--- src/rtl/egcd_pkg.sv ---
`timescale 1ns / 1ps
`default_nettype none

package egcd_pkg;

	localparam int OPW  = 31;
	localparam int CW   = 32;
	localparam int CNTW = $clog2(OPW);
	localparam int IN_TDATA_W  = ((2 * OPW + 7) / 8) * 8;
	localparam int OUT_TDATA_W = ((OPW + 2 * CW + 7) / 8) * 8;

	typedef enum logic [2:0] {
		ST_IDLE,
		ST_CHECK,
		ST_DIV,
		ST_MUL_X,
		ST_SUB_X,
		ST_SUB_Y,
		ST_FINISH
	} state_t;

	typedef struct packed {
		logic           start;
		logic [OPW-1:0] dividend;
		logic [OPW-1:0] divisor;
	} div_req_t;

	typedef struct packed {
		logic           done;
		logic [OPW-1:0] quotient;
		logic [OPW-1:0] remainder;
	} div_rsp_t;

endpackage

`default_nettype wire

--- src/rtl/egcd_div.sv ---
`timescale 1ns / 1ps
`default_nettype none

module egcd_div (
	input  wire                     clk,
	input  wire                     arst_n,
	input  wire egcd_pkg::div_req_t req,
	output egcd_pkg::div_rsp_t      rsp
);

	logic                        busy_q;
	logic                        done_q;
	logic [egcd_pkg::CNTW-1:0]   cnt_q;
	logic [egcd_pkg::OPW-1:0]    quo_q;
	logic [egcd_pkg::OPW-1:0]    rem_q;
	logic [egcd_pkg::OPW-1:0]    dvs_q;
	logic [egcd_pkg::OPW:0]      trial;
	logic [egcd_pkg::OPW:0]      diff;
	logic                        fits;

	// one quotient bit per cycle, restoring form
	assign trial = {rem_q, quo_q[egcd_pkg::OPW-1]};
	assign diff  = trial - {1'b0, dvs_q};
	assign fits  = trial >= {1'b0, dvs_q};

	always_ff @(posedge clk or negedge arst_n) begin
		if (!arst_n) begin
			busy_q <= 1'b0;
			done_q <= 1'b0;
			cnt_q  <= '0;
		end else begin
			done_q <= 1'b0;
			if (req.start) begin
				busy_q <= 1'b1;
				cnt_q  <= egcd_pkg::CNTW'(egcd_pkg::OPW - 1);
			end else if (busy_q) begin
				cnt_q <= cnt_q - egcd_pkg::CNTW'(1);
				if (cnt_q == '0) begin
					busy_q <= 1'b0;
					done_q <= 1'b1;
				end
			end
		end
	end

	always_ff @(posedge clk) begin
		if (req.start) begin
			quo_q <= req.dividend;
			rem_q <= '0;
			dvs_q <= req.divisor;
		end else if (busy_q) begin
			quo_q <= {quo_q[egcd_pkg::OPW-2:0], fits};
			rem_q <= fits ? diff[egcd_pkg::OPW-1:0] : trial[egcd_pkg::OPW-1:0];
		end
	end

	assign rsp.done      = done_q;
	assign rsp.quotient  = quo_q;
	assign rsp.remainder = rem_q;

endmodule

`default_nettype wire

--- src/rtl/extended_gcd_bezout.sv ---
`timescale 1ns / 1ps
`default_nettype none

// extended euclid: takes one operand pair (a, b) and returns gcd and bezout
// coefficients x, y with a*x + b*y = gcd
// input channel s_*: one beat per pair, s_tready is high only while idle
// output channel m_*: one beat per pair, held in an output register
// each euclid step starts the shared 1-bit-per-cycle divider in its check
// cycle, waits in the div state for the quotient, then uses one shared
// multiplier over the mul_x, sub_x and sub_y states for the x and y updates
// a pair takes at most about 46 steps for 31-bit operands; b = 0 skips the
// divider and goes straight from the check to the finish state
// a new pair is not taken while one is in work: the next pair is taken in the
// idle cycle after the result is loaded into the output register
// reset clears the sequencer and the output valid, the block comes up idle
// if the receiver stalls, a finished result waits until the previous beat
// has been taken; the input stays blocked meanwhile
module extended_gcd_bezout (
	input  wire                                    clk,
	input  wire                                    arst_n,
	input  wire                                    s_tvalid,
	output logic                                   s_tready,
	// a_value, b_value, zero pad
	input  wire  [egcd_pkg::IN_TDATA_W-1:0]        s_tdata,
	output logic                                   m_tvalid,
	input  wire                                    m_tready,
	// gcd_value, coeff_a, coeff_b, zero pad
	output logic [egcd_pkg::OUT_TDATA_W-1:0]       m_tdata
);

	localparam int OPW = egcd_pkg::OPW;
	localparam int CW  = egcd_pkg::CW;

	egcd_pkg::state_t   state_q;
	egcd_pkg::state_t   state_d;
	egcd_pkg::div_req_t div_req;
	egcd_pkg::div_rsp_t div_rsp;

	logic [OPW-1:0] ro_q;
	logic [OPW-1:0] rn_q;
	logic [CW-1:0]  xo_q;
	logic [CW-1:0]  xn_q;
	logic [CW-1:0]  yo_q;
	logic [CW-1:0]  yn_q;
	logic [CW-1:0]  prod_q;
	logic [CW-1:0]  mul_b;
	logic [CW-1:0]  mul_lo;
	logic           m_valid_q;
	logic [OPW-1:0] out_gcd_q;
	logic [CW-1:0]  out_x_q;
	logic [CW-1:0]  out_y_q;
	logic           accept;
	logic           out_load;

	egcd_div u_div (
		.clk    (clk),
		.arst_n (arst_n),
		.req    (div_req),
		.rsp    (div_rsp)
	);

	// low bits of q * coef are all the wrapped result needs
	assign mul_b  = (state_q == egcd_pkg::ST_MUL_X) ? xn_q : yn_q;
	assign mul_lo = {1'b0, div_rsp.quotient} * mul_b;

	assign accept = s_tvalid && s_tready;

	always_comb begin
		state_d          = state_q;
		s_tready         = 1'b0;
		out_load         = 1'b0;
		div_req.start    = 1'b0;
		div_req.dividend = ro_q;
		div_req.divisor  = rn_q;
		unique case (state_q)
			egcd_pkg::ST_IDLE: begin
				s_tready = 1'b1;
				if (s_tvalid) state_d = egcd_pkg::ST_CHECK;
			end
			egcd_pkg::ST_CHECK: begin
				if (rn_q == '0) begin
					state_d = egcd_pkg::ST_FINISH;
				end else begin
					div_req.start = 1'b1;
					state_d       = egcd_pkg::ST_DIV;
				end
			end
			egcd_pkg::ST_DIV: begin
				if (div_rsp.done) state_d = egcd_pkg::ST_MUL_X;
			end
			egcd_pkg::ST_MUL_X: state_d = egcd_pkg::ST_SUB_X;
			egcd_pkg::ST_SUB_X: state_d = egcd_pkg::ST_SUB_Y;
			egcd_pkg::ST_SUB_Y: state_d = egcd_pkg::ST_CHECK;
			egcd_pkg::ST_FINISH: begin
				if (!m_valid_q || m_tready) begin
					out_load = 1'b1;
					state_d  = egcd_pkg::ST_IDLE;
				end
			end
			default: state_d = egcd_pkg::ST_IDLE;
		endcase
	end

	always_ff @(posedge clk or negedge arst_n) begin
		if (!arst_n) begin
			state_q   <= egcd_pkg::ST_IDLE;
			m_valid_q <= 1'b0;
		end else begin
			state_q <= state_d;
			if (out_load) m_valid_q <= 1'b1;
			else if (m_tready) m_valid_q <= 1'b0;
		end
	end

	always_ff @(posedge clk) begin
		if (accept) begin
			ro_q <= s_tdata[OPW-1:0];
			rn_q <= s_tdata[2*OPW-1:OPW];
			xo_q <= CW'(1);
			xn_q <= '0;
			yo_q <= '0;
			yn_q <= CW'(1);
		end
		unique case (state_q)
			egcd_pkg::ST_MUL_X: prod_q <= mul_lo;
			egcd_pkg::ST_SUB_X: begin
				xo_q   <= xn_q;
				xn_q   <= xo_q - prod_q;
				prod_q <= mul_lo;
			end
			egcd_pkg::ST_SUB_Y: begin
				yo_q <= yn_q;
				yn_q <= yo_q - prod_q;
				ro_q <= rn_q;
				rn_q <= div_rsp.remainder;
			end
			default: begin
			end
		endcase
		if (out_load) begin
			out_gcd_q <= ro_q;
			out_x_q   <= xo_q;
			out_y_q   <= yo_q;
		end
	end

	assign m_tvalid = m_valid_q;
	assign m_tdata  = {{(egcd_pkg::OUT_TDATA_W - OPW - 2 * CW){1'b0}},
		out_y_q, out_x_q, out_gcd_q};

endmodule

`default_nettype wire
--- config.mk ---
export PLATFORM = sky130hd
export DESIGN_NAME = extended_gcd_bezout
export DESIGN_NICKNAME = d
export VERILOG_FILES = /design/src/rtl/egcd_pkg.sv /design/src/rtl/egcd_div.sv /design/src/rtl/extended_gcd_bezout.sv
export SDC_FILE = /design/constraint.sdc
export NUM_CORES = 2
export LEC_CHECK = 0
export ABC_CLOCK_PERIOD_IN_PS = 10400
export BUFFER_PORTS_ARGS = -buffer_cell sky130_fd_sc_hd__buf_2
export CORE_ASPECT_RATIO = 0.9
export CORE_UTILIZATION = 45
export DETAILED_ROUTE_END_ITERATION = 16
export MAX_ROUTING_LAYER = met4
export SYNTH_ARGS = -nofsm -noshare
export SYNTH_HDL_FRONTEND = slang
export SYNTH_SLANG_ARGS = --single-unit
--- constraint.sdc ---
create_clock -name clk -period 10.4 [get_ports clk]
set_clock_uncertainty 0.05 [all_clocks]
set_input_delay 0.52 -clock clk [delete_from_list [all_inputs] [get_ports clk]]
set_output_delay 0.52 -clock clk [all_outputs]
set_load 0.01 [all_outputs]
==> metrics.md <==
| Metric | Value |
|---|---|
| CP endpoint kind | flip-flop |
| Clock transition at the registers of the reported paths | 70 ps |
| FP Rows | 98 |
| FF-to-FF Start | state_q[1]$_DFFE_PN0P_ |
| Top cell by count, worst path | fa_1 |
| Yosys warning total | 0 |
| Post-synth top area share | 0.314 |
| CTS Buf Count | 41 |
| FMAX | 115 MHz |
| Syn nets | 4254 |
| Nets@finish | 4338 |
| CP max FO | 33 |
| Antenna Violating Nets Remaining | 0 |
| Final WL | 95.1 mm |
| Yosys reg bits | 421 |
| Clk sinks | 421 |
| Top_reg_cell synth | edfxtp_1 |
| Die Height | 271 µm |
| Required time of the critical path | 10660 ps |
| Vias per cell | 5.38 |
| Hold_sp | s_tdata[30] |
| Worst r2r path cells | 23 |
| Area leader, netlist | edfxtp_1 |
| N_diodes | 0 |
| Worst slew margin | 0.339 |
| Post-Synthesis Cells | 3559 |
| CP Class | flip-flop to flip-flop |
| Residual DRC count | 23 |
| Synth Cell Area | 36200 µm² |
| CTS tree | done |
| Final HPWL from detailed placement | 69.6 mm |
| Unique masters post-synth | 79 |
| Reg2Reg Capture Point | prod_q[31]$_DFFE_PP_ |
| Fin crit share | 0.837 |
| RSZ-0062 raised after global routing | no |
| First drt pass iteration count | 12 |
| Clk_lat worst skew | 580 ps |
| Synth top area cells | edfxtp_1 (31%), fa_1 (23%), ha_1 (7.4%) |
| Final Hold Viols | 0 |
| Post-synth ARST share | 0.0261 |
| Status | finished with violations |
| Total track usage | 0.244 |
| CP max stage delay | 930 ps |
| CP arrival | 8970 ps |
| Register area share after synthesis | 0.339 |
| Post-CTS setup buffer count | 0 |
| Syn avg cell area | 10.2 µm² |
| Worst path depth | 23 |
| CP top delay family | adder cells |
| Vias in the first global route | 25600 |
| Reg2reg setup slack | 1690 ps |
| Layout area overhead | 8.74% |
| Die width | 301 µm |
| Worst path buffer plus inverter count | 2 |
| Post-synth EDFFs | 379 |
| First-pass GRT wire length | 149 mm |
| Failing checks | DRC |
| Port bufs | 162 |
| DR WL/cell | 20.1 µm |
| Gpl congestion | 0.918 |
| Hold EP | ro_q[30]$_DFFE_PP_ |
| Layout cells sized above 1 | 0.0893 |
| Largest net degree at the start of global routing | 79 |
| Vias | 25400 |
| Max-slew violations | 0 |
| GRT overflow | 0 |
| Initial DRC Count | 1920 |
| Setup Total Neg Slack | 0 ps |
| Core Area | 79600 µm² |
| Crit start category | flip-flop |
| Initial antenna violation count | 0 |
| Clock Tree Buf Depth | 3 |
| Die area | 81700 µm² |
| Starting Density | 0.455 |
| Top Ports | 166 |
| Tmin final | 8710 ps |
| Hold Path Class | input port to flip-flop |
| Max Cap Viol | 0 |
| H-tree depth | 2 |
| Setup violators final | 0 |
| Worst-path cell chain | nand3b_4 > mux2_2 > and2_1 > fa_1 > fa_1 > inv_1 > fa_1 > inv_1 > fa_1 > fa_1 > fa_1 > fa_1 > fa_1 > ha_1 > a21o_1 > a21oi_1 > o41ai_1 > a31oi_1 > a21boi_0 > o21ai_0 > nand2_1 > a221oi_1 > xnor2_1 |
| CTS root buf | clkbuf_16 |
| Slowest-stage cell, CP | mux2_2 |
| Worst Tran Pin Value | 991 ps |
| Worst Hold Depth | 3 |
-- cell type report --
| cell class | instances | area, µm² |
|---|---|---|
| Multi-Input combinational cell | 2502 | 21500 |
| Inverter | 479 | 1800 |
| Fill cell | 7361 | 40200 |
| Clock inverter | 27 | 308 |
| Clock buffer | 48 | 1080 |
| Timing Repair Buffer | 198 | 1080 |
| Sequential cell | 421 | 12300 |
| Tap cell | 1050 | 1310 |
-- layout by cell type, fill, tap and decap left out, drive strengths merged, types with 98 or more instances in the layout --
cell and instances:
nand2 625, a21oi 102, nor2 123, and2 311
inv 484, ha 215, buf 197, edfxtp 379
xnor2 98, fa 412
-- metal layers --
metal / wire length [µm] / track usage
met5: 0 / -
met4: 1620 / 0.0453
met3: 5180 / 0.0267
met2: 43900 / 0.381
met1: 44400 / 0.346
-- registers in the layout, summed over array words and instances (netlist names), 32 cells and up --
register  flops
yn_q         32
out_x_q      32
prod_q       32
out_y_q      32
xn_q         32
xo_q         32
yo_q         32
-- worst reg2reg max path, stage by stage (launching register included) --
cell and delay (ps):
dfrtp_1 560, nand3b_4 550, mux2_2 960, and2_1 280
fa_1 430, fa_1 520, inv_1 50, fa_1 470
inv_1 60, fa_1 460, fa_1 480, fa_1 570
fa_1 460, fa_1 470, ha_1 380, a21o_1 190
a21oi_1 160, o41ai_1 90, a31oi_1 140, a21boi_0 130
o21ai_0 260, nand2_1 120, a221oi_1 470, xnor2_1 130
-- how the worst max path moves through the flow --
stage / from / slack (ps) / end
6_report: state_q[1]$_DFFE_PN0P_ / 1690 / prod_q[31]$_DFFE_PP_
5_1_grt: state_q[1]$_DFFE_PN0P_ / 1300 / prod_q[31]$_DFFE_PP_
4_1_cts: state_q[1]$_DFFE_PN0P_ / 1730 / prod_q[31]$_DFFE_PP_
3_5_place_dp: state_q[1]$_DFFE_PN0P_ / 1750 / prod_q[31]$_DFFE_PP_
3_3_place_gp: state_q[1]$_DFFE_PN0P_ / 1830 / prod_q[31]$_DFFE_PP_
2_1_floorplan: state_q[0]$_DFFE_PN0P_ / 1950 / out_gcd_q[0]$_DFFE_PP_
-- synthesized netlist by cell type (25+ instances only) --
cell      number
nor3_1        42
inv_1        478
and3_1        48
nand2_1      623
edfxtp_1     379
a21oi_1      102
o21ai_0       77
a21o_1        58
nand3_1       30
xor2_1        36
o21a_1        25
clkbuf_1     137
nor2_1       123
dfxtp_1       31
ha_1         215
xnor2_1       98
mux2_2        30
and2_1       311
fa_1         412
-- per-stage QoR --
step / cells / worst slack, ps / utilization / instance area (µm²) / hold WS, ps
5_1_grt: 4725 / 1300 / 0.495 / 39400 / 147
3_5_place_dp: 4649 / 1750 / 0.478 / 38000 / 366
6_report: 4725 / 1690 / 0.495 / 39400 / 161
2_1_floorplan: 3559 / 1950 / - / 36200 / 174
3_3_place_gp: 4649 / 1830 / 0.478 / 38000 / 367
4_1_cts: 4725 / 1730 / 0.495 / 39400 / 126
-- what timing repair did --
action	in CTS	in global routing
endpoints found under the setup margin	0	0
resized for setup	0	0
hold buffers	1	0
endpoints found under the hold margin	11	0
-- logic make-up (layout without fill, tap and decap cells) --
kind of cell,count (synthesis),after routing,synth area share
other,1,1,0.000103
buffers and inverters,636,752,0.0677
xor gates and xnor gates,136,136,0.0335
muxes,44,44,0.0136
adders and majority gates,627,627,0.302
and+or+nand+nor,1284,1284,0.170
AOI/OAI and AO/OA,410,410,0.0750
DFF,421,421,0.339
Power is not shown: default switching activity piles up to over one toggle a cycle in this logic, so the estimate is an artifact.
